--- src/rtl/assert_macros.svh ---
// ----------------------------------------------------------------------------
// Assertion macros
// Concurrent checks clocked on clk_i and switched off while rst_ni is low.
// ----------------------------------------------------------------------------
`ifndef ASSERT_MACROS_SVH
`define ASSERT_MACROS_SVH

// The property must hold at every rising edge outside reset.
`define DRS_ASSERT(lbl, prop, msg) \
  lbl: assert property (@(posedge clk_i) disable iff (!rst_ni) (prop)) else $error(msg);

// The expression must never be true at a rising edge outside reset.
`define DRS_NEVER(lbl, expr, msg) \
  lbl: assert property (@(posedge clk_i) disable iff (!rst_ni) !(expr)) else $error(msg);

`endif

--- src/rtl/drs_pkg.sv ---
// ----------------------------------------------------------------------------
// Record splitter package
// Shared constants, codes and types of the delimited record splitter.
// ----------------------------------------------------------------------------
package drs_pkg;

  localparam int unsigned SepMaxBytesDef = 8;
  // The separator register holds at most this many bytes.
  localparam int unsigned SepCap  = 8;
  localparam int unsigned SepW    = 64;
  localparam int unsigned LenW    = 4;
  localparam int unsigned CfgIdxW = 2;
  localparam int unsigned CntW    = 4;

  localparam logic [SepW-1:0] SepBytesRst = 64'd10;
  localparam logic [LenW-1:0] SepLenRst   = 4'd1;
  localparam logic [CntW-1:0] MaxResults  = 4'd9;

  typedef enum logic [CfgIdxW-1:0] {
    REG_SEP_BYTES = 2'd0,
    REG_SEP_LEN   = 2'd1,
    REG_INCL_SEP  = 2'd2,
    REG_BIN_MODE  = 2'd3
  } cfg_reg_e;

  typedef enum logic [1:0] {
    KIND_BYTE = 2'd0,
    KIND_GOOD = 2'd1,
    KIND_DROP = 2'd2
  } kind_e;

  typedef enum logic [1:0] {
    ST_RUN,
    ST_LOAD,
    ST_FEED
  } rb_state_e;

  typedef enum logic [2:0] {
    U_IDLE,
    U_CONT1,
    U_CONT2,
    U_CONT3,
    U_AFTER_E0,
    U_AFTER_ED,
    U_AFTER_F0,
    U_AFTER_F4
  } utf8_e;

  typedef struct packed {
    logic step;
    logic drop;
  } cell_ctrl_t;

  // Results of one item: nsep separator-prefix bytes, then optionally the
  // item's own byte, then optionally a record end.
  typedef struct packed {
    logic [CntW-1:0] nsep;
    logic            with_byte;
    logic            with_end;
    logic [7:0]      data;
  } job_t;

endpackage

--- src/rtl/drs_cell.sv ---
// ----------------------------------------------------------------------------
// Match cell
// Tracks whether a partial separator match of one fixed length is live.
// ----------------------------------------------------------------------------
module drs_cell
  import drs_pkg::*;
(
  input  logic       clk_i,
  input  logic       rst_ni,
  input  cell_ctrl_t ctrl_i,
  input  logic       prev_i,
  input  logic [7:0] sep_byte_i,
  input  logic [7:0] data_i,
  input  logic       enable_i,
  input  logic       keep_i,
  output logic       hit_o,
  output logic       act_o
);

  logic act_q, act_d;

  // A match one byte shorter was live and this byte extends it.
  assign hit_o = prev_i && enable_i && (data_i == sep_byte_i);
  assign act_d = ctrl_i.drop ? 1'b0 : (hit_o && keep_i);
  assign act_o = act_q;

  always_ff @(posedge clk_i or negedge rst_ni) begin
    if (!rst_ni) begin
      act_q <= 1'b0;
    end else if (ctrl_i.step) begin
      act_q <= act_d;
    end
  end

endmodule

--- src/rtl/drs_utf8.sv ---
// ----------------------------------------------------------------------------
// UTF-8 checker
// Strict UTF-8 decoder state and error flag of the record being emitted.
// ----------------------------------------------------------------------------
module drs_utf8
  import drs_pkg::*;
(
  input  logic       clk_i,
  input  logic       rst_ni,
  input  logic       feed_i,
  input  logic [7:0] byte_i,
  input  logic       close_i,
  output logic       bad_o
);

  utf8_e st_q, st_d;
  logic  bad_q, bad_d;
  logic  ok;
  utf8_e nxt;

  always_comb begin
    st_d  = st_q;
    bad_d = bad_q;
    ok    = 1'b1;
    nxt   = U_IDLE;
    if (close_i) begin
      st_d  = U_IDLE;
      bad_d = 1'b0;
    end else if (feed_i) begin
      if (st_q == U_IDLE) begin
        if (byte_i < 8'h80) begin
          nxt = U_IDLE;
        end else if (byte_i >= 8'hC2 && byte_i <= 8'hDF) begin
          nxt = U_CONT1;
        end else if (byte_i == 8'hE0) begin
          nxt = U_AFTER_E0;
        end else if (byte_i == 8'hED) begin
          nxt = U_AFTER_ED;
        end else if (byte_i >= 8'hE1 && byte_i <= 8'hEF) begin
          nxt = U_CONT2;
        end else if (byte_i == 8'hF0) begin
          nxt = U_AFTER_F0;
        end else if (byte_i >= 8'hF1 && byte_i <= 8'hF3) begin
          nxt = U_CONT3;
        end else if (byte_i == 8'hF4) begin
          nxt = U_AFTER_F4;
        end else begin
          ok = 1'b0;
        end
      end else begin
        case (st_q)
          U_AFTER_E0: begin
            ok  = byte_i >= 8'hA0 && byte_i <= 8'hBF;
            nxt = U_CONT1;
          end
          U_AFTER_ED: begin
            ok  = byte_i >= 8'h80 && byte_i <= 8'h9F;
            nxt = U_CONT1;
          end
          U_AFTER_F0: begin
            ok  = byte_i >= 8'h90 && byte_i <= 8'hBF;
            nxt = U_CONT2;
          end
          U_AFTER_F4: begin
            ok  = byte_i >= 8'h80 && byte_i <= 8'h8F;
            nxt = U_CONT2;
          end
          U_CONT3: begin
            ok  = byte_i[7:6] == 2'b10;
            nxt = U_CONT2;
          end
          U_CONT2: begin
            ok  = byte_i[7:6] == 2'b10;
            nxt = U_CONT1;
          end
          U_CONT1: begin
            ok  = byte_i[7:6] == 2'b10;
            nxt = U_IDLE;
          end
          default: begin
            ok = 1'b0;
          end
        endcase
      end
      // An error marks the record and restarts the decoder.
      if (ok) begin
        st_d = nxt;
      end else begin
        st_d  = U_IDLE;
        bad_d = 1'b1;
      end
    end
  end

  // A sequence still open at the record end counts as an error too.
  assign bad_o = bad_q || (st_q != U_IDLE);

  always_ff @(posedge clk_i or negedge rst_ni) begin
    if (!rst_ni) begin
      st_q  <= U_IDLE;
      bad_q <= 1'b0;
    end else begin
      st_q  <= st_d;
      bad_q <= bad_d;
    end
  end

endmodule

--- src/rtl/drs_emit.sv ---
// ----------------------------------------------------------------------------
// Result emitter
// Walks one item's results out via an output register, a beat per unstalled cycle.
// ----------------------------------------------------------------------------
module drs_emit
  import drs_pkg::*;
(
  input  logic            clk_i,
  input  logic            rst_ni,
  input  logic            push_i,
  input  job_t            job_i,
  output logic            free_o,
  input  logic [SepW-1:0] sep_i,
  input  logic            bin_mode_i,
  output logic            out_valid_o,
  input  logic            out_ready_i,
  output logic [1:0]      kind_o,
  output logic [7:0]      out_byte_o,
  output logic            last_o
);

  `include "assert_macros.svh"

  job_t            job_q;
  logic            job_valid_q;
  logic [CntW-1:0] pos_q;
  logic [CntW-1:0] total;
  logic            last_now;
  logic            produce;
  logic [7:0]      sep_b [SepCap];

  kind_e      cur_kind;
  logic [7:0] cur_byte;
  logic       bad;

  logic       ov_q;
  kind_e      okind_q;
  logic [7:0] obyte_q;
  logic       olast_q;

  always_comb begin
    for (int i = 0; i < SepCap; i++) begin
      sep_b[i] = sep_i[8*i +: 8];
    end
  end

  assign total = job_q.nsep + CntW'(job_q.with_byte) + CntW'(job_q.with_end);
  assign last_now = (pos_q == total - CntW'(1));
  assign produce  = job_valid_q && (!ov_q || out_ready_i);
  assign free_o   = !job_valid_q || (produce && last_now);

  always_comb begin
    if (pos_q < job_q.nsep) begin
      cur_kind = KIND_BYTE;
      cur_byte = sep_b[pos_q[2:0]];
    end else if (job_q.with_byte && pos_q == job_q.nsep) begin
      cur_kind = KIND_BYTE;
      cur_byte = job_q.data;
    end else begin
      cur_kind = (bin_mode_i || !bad) ? KIND_GOOD : KIND_DROP;
      cur_byte = 8'd0;
    end
  end

  drs_utf8 u_utf8 (
    .clk_i   (clk_i),
    .rst_ni  (rst_ni),
    .feed_i  (produce && cur_kind == KIND_BYTE),
    .byte_i  (cur_byte),
    .close_i (produce && cur_kind != KIND_BYTE),
    .bad_o   (bad)
  );

  always_ff @(posedge clk_i or negedge rst_ni) begin
    if (!rst_ni) begin
      job_valid_q <= 1'b0;
      pos_q       <= '0;
      ov_q        <= 1'b0;
    end else begin
      if (push_i) begin
        job_valid_q <= 1'b1;
        pos_q       <= '0;
      end else if (produce) begin
        if (last_now) begin
          job_valid_q <= 1'b0;
        end else begin
          pos_q <= pos_q + CntW'(1);
        end
      end
      if (produce) begin
        ov_q <= 1'b1;
      end else if (out_ready_i) begin
        ov_q <= 1'b0;
      end
    end
  end

  always_ff @(posedge clk_i) begin
    if (push_i) begin
      job_q <= job_i;
    end
    if (produce) begin
      okind_q <= cur_kind;
      obyte_q <= cur_byte;
      olast_q <= last_now;
    end
  end

  assign out_valid_o = ov_q;
  assign kind_o      = okind_q;
  assign out_byte_o  = obyte_q;
  assign last_o      = olast_q;

  `DRS_ASSERT(a_job_size, job_valid_q |-> (total != '0 && total <= MaxResults), "bad job size")
  `DRS_ASSERT(a_pos_in_job, job_valid_q |-> (pos_q < total), "position beyond job")
  `DRS_ASSERT(a_end_is_last, (out_valid_o && okind_q != KIND_BYTE) |-> last_o, "end not last")

endmodule

--- src/rtl/delimited_record_splitter.sv ---
// ----------------------------------------------------------------------------
// Delimited record splitter
// Cuts a byte stream into records at a configurable separator of up to eight
// bytes, holding back possible separator bytes, with strict UTF-8 checking.
//
//   channel  signals                                        direction
//   cfg      cfg_we_i, cfg_index_i, cfg_data_i              write only
//   in       in_valid_i/in_ready_o, data_byte_i, end_of_stream_i
//   out      out_valid_o/out_ready_i, kind_o, out_byte_o, last_o
//
// An item is taken every cycle while each causes at most one result and the
// output does not stall; an item with more results (up to 9) holds the input
// until the emitter, which hands out one beat per unstalled cycle behind an
// output register, produces its last result. After a configuration write
// the input stalls while the row of match cells replays the held bytes.
// Reset clears all control state at once; there is no clearing pass.
// ----------------------------------------------------------------------------
module delimited_record_splitter
  import drs_pkg::*;
#(
  parameter int unsigned SEP_MAX_BYTES = SepMaxBytesDef
) (
  input  logic               clk_i,
  input  logic               rst_ni,
  input  logic               cfg_we_i,
  input  logic [CfgIdxW-1:0] cfg_index_i,
  input  logic [SepW-1:0]    cfg_data_i,
  input  logic               in_valid_i,
  output logic               in_ready_o,
  input  logic [7:0]         data_byte_i,
  input  logic               end_of_stream_i,
  output logic               out_valid_o,
  input  logic               out_ready_i,
  output logic [1:0]         kind_o,
  output logic [7:0]         out_byte_o,
  output logic               last_o
);

  `include "assert_macros.svh"

  localparam int unsigned     SepLim  = (SEP_MAX_BYTES < SepCap) ? SEP_MAX_BYTES : SepCap;
  localparam logic [LenW-1:0] SepLimL = LenW'(SepLim);

  logic [SepW-1:0] sep_q;
  logic [LenW-1:0] len_q;
  logic            incl_q;
  logic            bin_q;
  logic [LenW-1:0] eff_len;
  logic [7:0]      sep_b [SepCap];

  cell_ctrl_t      ctrl;
  logic [7:0]      feed_byte;
  logic [SepLim-1:0] hit, act;
  logic [SepLim:0]   chain;
  logic [LenW-1:0] depth;
  logic [LenW-1:0] k;
  logic            full;

  rb_state_e       state_q, state_d;
  logic [LenW-1:0] tgt_q, tgt_d, tgt_eff;
  logic [LenW-1:0] cnt_q, cnt_d;

  logic            in_fire;
  logic            emit_free;
  job_t            job;
  logic            has_out;
  logic            nonempty_q, nonempty_d;

  // Configuration registers.
  always_ff @(posedge clk_i or negedge rst_ni) begin
    if (!rst_ni) begin
      sep_q  <= SepBytesRst;
      len_q  <= SepLenRst;
      incl_q <= 1'b0;
      bin_q  <= 1'b0;
    end else if (cfg_we_i) begin
      case (cfg_reg_e'(cfg_index_i))
        REG_SEP_BYTES: sep_q  <= cfg_data_i;
        REG_SEP_LEN:   len_q  <= cfg_data_i[LenW-1:0];
        REG_INCL_SEP:  incl_q <= cfg_data_i[0];
        REG_BIN_MODE:  bin_q  <= cfg_data_i[0];
        default: ;
      endcase
    end
  end

  always_comb begin
    if (len_q == '0) begin
      eff_len = LenW'(1);
    end else if (len_q > SepLimL) begin
      eff_len = SepLimL;
    end else begin
      eff_len = len_q;
    end
  end

  always_comb begin
    for (int i = 0; i < SepCap; i++) begin
      sep_b[i] = sep_q[8*i +: 8];
    end
  end

  // Cell c tracks a live partial match of length c + 1.
  assign chain = {act, 1'b1};

  for (genvar c = 0; c < SepLim; c++) begin : g_cell
    localparam logic [LenW-1:0] Len = LenW'(c + 1);
    drs_cell u_cell (
      .clk_i      (clk_i),
      .rst_ni     (rst_ni),
      .ctrl_i     (ctrl),
      .prev_i     (chain[c]),
      .sep_byte_i (sep_q[8*c +: 8]),
      .data_i     (feed_byte),
      .enable_i   (Len <= eff_len),
      .keep_i     (Len < eff_len),
      .hit_o      (hit[c]),
      .act_o      (act[c])
    );
  end

  // The longest live match is the number of held bytes; the longest hit is
  // the number still held after this byte, unless it is a full separator match.
  always_comb begin
    depth = '0;
    k     = '0;
    for (int c = 0; c < SepLim; c++) begin
      if (act[c]) depth = LenW'(c + 1);
      if (hit[c]) k = LenW'(c + 1);
    end
  end

  assign full    = (k == eff_len);
  assign tgt_eff = (tgt_q < eff_len) ? tgt_q : eff_len - LenW'(1);

  assign in_ready_o = (state_q == ST_RUN) && !cfg_we_i && emit_free;
  assign in_fire    = in_valid_i && in_ready_o;

  // After a configuration write the held bytes are replayed from the new
  // separator through the cells to rebuild the set of live matches.
  // The held count as left by the last accepted beat lives in tgt_q, so a
  // later write still sees it uncut; only the replay applies the limit.
  always_comb begin
    state_d   = state_q;
    tgt_d     = tgt_q;
    cnt_d     = cnt_q;
    ctrl      = '0;
    feed_byte = data_byte_i;
    case (state_q)
      ST_RUN: begin
        if (cfg_we_i) begin
          state_d = ST_LOAD;
        end else if (in_fire) begin
          ctrl.step = 1'b1;
          ctrl.drop = end_of_stream_i || full;
          tgt_d     = ctrl.drop ? '0 : k;
        end
      end
      ST_LOAD: begin
        if (!cfg_we_i) begin
          ctrl.step = 1'b1;
          ctrl.drop = 1'b1;
          cnt_d     = '0;
          state_d   = ST_FEED;
        end
      end
      ST_FEED: begin
        if (cfg_we_i) begin
          state_d = ST_LOAD;
        end else if (cnt_q == tgt_eff) begin
          state_d = ST_RUN;
        end else begin
          ctrl.step = 1'b1;
          feed_byte = sep_b[cnt_q[2:0]];
          cnt_d     = cnt_q + LenW'(1);
        end
      end
      default: begin
        state_d = ST_RUN;
      end
    endcase
  end

  always_ff @(posedge clk_i or negedge rst_ni) begin
    if (!rst_ni) begin
      state_q    <= ST_RUN;
      tgt_q      <= '0;
      cnt_q      <= '0;
      nonempty_q <= 1'b0;
    end else begin
      state_q    <= state_d;
      tgt_q      <= tgt_d;
      cnt_q      <= cnt_d;
      nonempty_q <= nonempty_d;
    end
  end

  // Results of the accepted item.
  always_comb begin
    job.data      = data_byte_i;
    job.nsep      = '0;
    job.with_byte = 1'b0;
    job.with_end  = 1'b0;
    if (end_of_stream_i) begin
      job.nsep     = depth;
      job.with_end = nonempty_q || (depth != '0);
    end else if (full) begin
      job.nsep     = incl_q ? eff_len : '0;
      job.with_end = 1'b1;
    end else if (k == '0) begin
      job.nsep      = depth;
      job.with_byte = 1'b1;
    end else begin
      job.nsep = depth + LenW'(1) - k;
    end
  end

  assign has_out = (job.nsep != '0) || job.with_byte || job.with_end;

  always_comb begin
    nonempty_d = nonempty_q;
    if (in_fire) begin
      if (job.with_end) begin
        nonempty_d = 1'b0;
      end else if (has_out) begin
        nonempty_d = 1'b1;
      end
    end
  end

  drs_emit u_emit (
    .clk_i       (clk_i),
    .rst_ni      (rst_ni),
    .push_i      (in_fire && has_out),
    .job_i       (job),
    .free_o      (emit_free),
    .sep_i       (sep_q),
    .bin_mode_i  (bin_q),
    .out_valid_o (out_valid_o),
    .out_ready_i (out_ready_i),
    .kind_o      (kind_o),
    .out_byte_o  (out_byte_o),
    .last_o      (last_o)
  );

  `DRS_ASSERT(a_depth_below_len, (state_q == ST_RUN) |-> (depth < eff_len), "held too many")
  `DRS_ASSERT(a_match_clears, (in_fire && !end_of_stream_i && full) |=> (depth == '0), "match kept")
  `DRS_ASSERT(a_rebuild_depth, (state_q == ST_FEED && cnt_q == tgt_eff) |-> (depth == tgt_eff), "rebuild off")

endmodule

--- config.mk ---
export PLATFORM = sky130hd
export DESIGN_NAME = delimited_record_splitter
export DESIGN_NICKNAME = d
export VERILOG_FILES = /design/src/rtl/drs_pkg.sv /design/src/rtl/drs_cell.sv /design/src/rtl/drs_utf8.sv /design/src/rtl/drs_emit.sv /design/src/rtl/delimited_record_splitter.sv
export VERILOG_INCLUDE_DIRS = /design/src /design/src/rtl
export SDC_FILE = /design/constraint.sdc
export NUM_CORES = 1
export LEC_CHECK = 0
export ABC_AREA = 0
export BUFFER_PORTS_ARGS = -buffer_cell sky130_fd_sc_hd__buf_2
export CAP_MARGIN = 10
export CORE_MARGIN = 3
export CORE_UTILIZATION = 40
export CTS_BUF_LIST = sky130_fd_sc_hd__clkbuf_8 sky130_fd_sc_hd__clkbuf_16
export DETAILED_ROUTE_END_ITERATION = 12
export PLACE_DENSITY = 0.55
export SLEW_MARGIN = 20
export SYNTH_ARGS = -nofsm -noshare
export SYNTH_HDL_FRONTEND = slang
export SYNTH_SLANG_ARGS = --single-unit
--- constraint.sdc ---
create_clock -name clk_i -period 9.2 [get_ports clk_i]
set_clock_uncertainty 0.2 [all_clocks]
set_input_delay 0.46 -clock clk_i [delete_from_list [all_inputs] [get_ports clk_i]]
set_output_delay 0.46 -clock clk_i [all_outputs]
set_load 0.01 [all_outputs]
== Yosys cells after proc, flatten, opt, wreduce, memory -nomap -nowiden ==
Cells that the tools add are included.

* Output and inout bits: 13
* Word-level logic and storage cells: 295
* Flip-flop bits (word level): 124

* Reduce and logical (&&, ||, !) cells: 81
* Magnitude comparators: 34
* Add/sub/neg operators: 8
* Bitwise gates (word level): 3
* Multiplexer cells: 105
* Equality and inequality tests: 36

{| class="wikitable"
|+ Operator list
! cell !! count
|-
| 4-bit 2-to-1 mux || 28
|-
| 8-bit 2-to-1 mux || 9
|-
| 8-bit equality test || 8
|-
| 8-bit binary-select mux with 3-bit select || 2
|-
| 8-bit >= comparator (second input constant) || 6
|-
| 8-bit <= comparator (second input constant) || 6
|-
| 1-bit logical AND || 39
|-
| 1-bit 2-to-1 mux || 38
|-
| 3-bit 2-to-1 mux || 12
|-
| 8-bit equality test (second input constant) || 4
|-
| 2-bit 2-to-1 mux || 10
|-
| 4-bit equality test || 4
|-
| 3-bit by 4-bit <= comparator with 1-bit output (first input constant) || 4
|-
| 3-bit by 4-bit < comparator with 1-bit output (first input constant) || 4
|-
| 2-bit AND reduction || 8
|-
| 2-bit nonzero test || 7
|-
| 4-bit by 1-bit adder with 4-bit output (second input constant) || 3
|-
| 3-bit equality test (second input constant) || 4
|-
| 2-bit inequality test (second input constant) || 5
|-
| 3-bit OR reduction || 3
|-
| 4-bit by 1-bit adder with 4-bit output || 2
|-
| 2-bit equality test (second input constant) || 4
|-
| 4-bit >= comparator (second input constant) || 2
|-
| 2-bit by 4-bit <= comparator with 1-bit output (first input constant) || 2
|-
| 32 further kinds || 53
|}

== Longest topological paths before layout ==
* Depth after elaboration: 29
* Depth in mapped cells: 31

== Hierarchy ==
Synthesis repeated with hierarchy kept, for this count alone.

* Cell total of the unflattened synthesis: 714
* Area total of the unflattened synthesis: 8282.9 µm²

{| class="wikitable"
|+ By module, submodules not included
! module !! seq. area each (µm²) !! cells an instance !! instances !! area an instance (µm²)
|-
| delimited_record_splitter || 2030.7 || 389 || 1 || 4692.0
|-
| drs_emit || 900.9 || 137 || 1 || 1951.9
|-
| drs_cell || 25.0 || 17 || 8 || 150.1
|-
| drs_utf8 || 100.1 || 52 || 1 || 437.9
|}

== Worst setup path after synthesis ==
Ideal clock, no wire load.

* Path type: register to register
* Start point: register len_q[3]
* End point: register u_emit.job_q[0] in the netlist's numbering, enable pin
* Required time: 8692 ps
* Arrival time: 6118 ps
* Library setup time: 308 ps
* Path buffers: 4
* Stages on the path, launching flop included: 28
* Path slack: 2574 ps
* Cell sequence: dfrtp_1 -> clkbuf_1 -> inv_1 -> nand2_1 -> ha_1 -> o211ai_1 -> o21ba_1 -> or3_1 -> and2_1 -> buf_6 -> o31ai_4 -> buf_2 -> mux2_2 -> o2111ai_1 -> o41ai_2 -> a21oi_1 -> a21oi_1 -> ha_1 -> inv_1 -> ha_1 -> fa_1 -> xor2_1 -> o21ai_0 -> o2111ai_1 -> and4b_1 -> or4_1 -> buf_2 -> and2_1

{| class="wikitable"
|+ RTL lines
! what !! RTL line !! text
|-
| start: declaration || delimited_record_splitter.sv:45 || <nowiki>logic [LenW-1:0] len_q;</nowiki>
|-
| start signal: assignment || delimited_record_splitter.sv:73 || <nowiki>len_q <= SepLenRst;</nowiki>
|-
| start signal: assignment || delimited_record_splitter.sv:79 || <nowiki>REG_SEP_LEN: len_q <= cfg_data_i[LenW-1:0];</nowiki>
|-
| end signal: assignment || drs_emit.sv:100 || <nowiki>job_q <= job_i;</nowiki>
|-
| end: declaration || drs_emit.sv:24 || <nowiki>job_t job_q;</nowiki>
|}

==> reports/qor.csv <==
stage;metric;value;unit
run_status;outcome;completed;
power_and_ir_drop;pwr_density_cell;279.6;nW/um^2
setup_path;cp-end-kind;register;
synthesis;synth-edff-count;25;
die;dieArea;25010;um^2
sta;setup_viol;0;
sta;tightest_slew;1146;ps
synthesis;synth_cell_types;82;
layout;postLayoutCellArea;10520;um^2
synthesis;syn_nets;1046;
sta;slew_viol_final;0;
layout;final_core_util;0.4634;
synthesis;synthArstFlopShare;0.7984;
placed_design;gp_routability_congestion;0.9933;
placed_design;dpl.hpwl;23.99;mm
worst_hold_path;worstHoldPathType;input pin to register;
drt;totalWireLength;32.19;mm
power_and_ir_drop;leakagePower;4.260;nW
clocking;cts_tree;yes;
synthesis;syn_avg_cell_area;9.832;um^2
die;start_util;0.4078;
clocking;cts_buffers;17;
placed_design;placed_cells;1274;
layout;area_growth;13.63;%
sta;period_needed;7723;ps
setup_path;worstSetupPathType;register to register;
sta;slew_headroom;0.2160;
sta;setup_ws;1477;ps
layout;drive_gt1_frac;0.2348;
placed_design;post-place-ws;1546;ps
setup_path;critPathRequiredTime;9100;ps
drt;avgRoutedWirePerCell;24.63;um
clocking;clk_latency;430;ps
drt;drtIter0Drc;838;
die;num_rows;55;
synthesis;synthFlopType;dfrtp_1;
placed_design;placed_cell_area;9925;um^2
global_route;grt_first_pass_wirelength;48.97;mm
clocking;cts_root_buf;clkbuf_16;
setup_path;worst-endpoint-arrival;7620;ps
clocking;ctsHtreeMaxLevel;4;
layout;antenna_cells;0;
setup_path;worstSetupStartpointType;register;
synthesis;synth_seq_cells;124;
clocking;clk_pin_slew;60;ps
run;drv_cap;0;
synthesis;syn_inst;942;
die;die_h;158.2;um
sta;timing.fmax;0.1295;GHz
global_route;grt_usage;0.2601;
synthesis;syn_area;9261;um^2
die;core;22710;um^2
clocking;cts.sinks;124;
clocking;max-clock-path-buffers;2;
synthesis;yosys_warnings;0;
synthesis;yosysSeqAreaShare;0.3490;
global_route;grt-ovfl-total;0;
drt;antenna_left;0;
placed_design;port_buffers;92;
drt;vias;8253;
global_route;antenna_found_initial;0;
drt;dr.pass1.iters;6;
sta;fin_crit_sh;0.8395;
layout;final_cells;1307;
layout;layout.nets;1113;
global_route;grt_max_degree;75;
global_route;grt_pass1_vias;7967;
die;die_w;158.2;um
power_and_ir_drop;ir_worst_vdd;0.1037;mV
sta;fin_tns_setup;0;ps
drt;drcViolationCount;0;
die;io_pins;93;
setup_path;path_max_fanout;16;
sta;hold_violations;0;
sta;rsz0062_at_grt;no;
drt;vias_per_cell;6.314;
metrics by stage:
step	power [mW]	hold WS, ps
floorplan	1.810	-35.59
global placement	2.218	309.4
detailed placement	2.221	325.2
CTS	2.915	35.39
global route	3.108	50.56
finish	2.943	39.32
what timing repair did:
action	4_1_cts	5_1_grt
hold endpoints to repair	53	0
setup endpoints to repair	0	0
hold buffers	1	0
buffers inserted	0	0
gates resized for setup	0	0
cells by family (layout without fill, tap and decap cells):
| group | after synthesis | in the layout | synth area share |
|---|---|---|---|
| multiplexers | 131 | 131 | 0.1762 |
| adder cells (fa/ha/maj) | 24 | 24 | 0.03404 |
| flip-flops | 124 | 124 | 0.3490 |
| buffers and inverters | 94 | 174 | 0.04080 |
| AO/OA/AOI/OAI | 223 | 223 | 0.1732 |
| XOR/XNOR | 90 | 90 | 0.08876 |
| AND/OR/NAND/NOR | 256 | 256 | 0.1381 |
cells in the mapped netlist, drive strengths merged, types with 19 or more instances:
master | number | area [um^2]
mux4 | 19 | 427.9
xor2 | 43 | 376.6
nor2 | 56 | 210.2
o21ai | 46 | 230.2
nand3 | 21 | 105.1
xnor2 | 47 | 445.4
clkbuf | 39 | 146.4
dfrtp | 96 | 2402
a21oi | 43 | 215.2
edfxtp | 25 | 750.7
nand2 | 74 | 277.8
inv | 42 | 157.7
mux2 | 66 | 743.2
mux2i | 46 | 460.4
ha | 22 | 275.3
worst max-delay path, cell delays in order (launching register included):
cell and delay, ps:
dfrtp_1 600, inv_1 250, nand2_1 200, ha_1 280
o211ai_1 250, o21ba_1 230, or3_1 390, and2_1 300
o31ai_4 730, and3_1 290, o221ai_2 120, o41ai_2 610
a21oi_1 90, a21oi_1 220, ha_1 170, inv_1 40
ha_1 190, fa_1 370, xor2_1 180, o21ai_0 260
o2111ai_1 160, and4b_1 210, or4_1 600, and2_1 430
metal layers:
layer | share of wire | GRT usage
met1 | 0.44 | 0.3604
met2 | 0.45 | 0.3960
met3 | 0.086 | 0.06616
met4 | 0.029 | 0.09095
met5 | 0 | 0
report_power, final:
group / total (mW) / switching [mW] / internal [mW]
clock network: 0.682 / 0.279 / 0.403
logic: 1.38 / 0.823 / 0.560
registers: 0.877 / 0.191 / 0.686
total: 2.94 / 1.29 / 1.65
state kept, by name (all words and copies together), names as in the netlist:
signal               flops
bin_q                    1
cnt_q                    4
g_cell.u_cell.act_o      8
incl_q                   1
len_q                    4
nonempty_q               1
sep_q                   64
state_q                  2
tgt_q                    4
u_emit.job_q            14
u_emit.job_valid_q       1
u_emit.kind_o            2
u_emit.last_o            1
u_emit.out_byte_o        8
u_emit.out_valid_o       1
u_emit.pos_q             4
u_emit.u_utf8.bad_q      1
u_emit.u_utf8.st_q       3
cell type report:
class                           instances  area (um^2)
Clock buffer                           17        425.4
Clock inverter                         15        160.2
Fill cell                            2222        12190
Inverter                               42        157.7
Multi-Input combinational cell        724         5665
Sequential cell                       124         3233
Tap cell                              285        356.6
Timing Repair Buffer                  100        525.5
placed cells by master (no fill, tap or decap), drive strengths merged, types with 16 or more instances in the layout:
master and count:
a21oi 43, mux2i 46, nor2 56, ha 22, xor2 43, inv 48, o21ai 46, buf 99
dfrtp 96, clkbuf 17, mux2 66, nand3 21, mux4 19, xnor2 47, nor3 16, edfxtp 25
nand2 74
final timing paths:
path / from / to / slack [ps] / cells after the start
worst max-delay path: len_q[3] / u_emit.job_q[8] / 1480 / 23
worst min-delay path: cfg_data_i[44] / sep_q[44] / 40 / 3
worst max register to register: len_q[3] / u_emit.job_q[8] / 1480 / 23
worst min register to register: u_emit.out_valid_o / u_emit.out_valid_o / 330 / 2
max in group asynchronous: rst_ni / cnt_q[1] / 7280 / 3
min in group asynchronous: rst_ni / u_emit.pos_q[2] / 440 / 2
No activity file was read; power rests on OpenSTA's default activity.
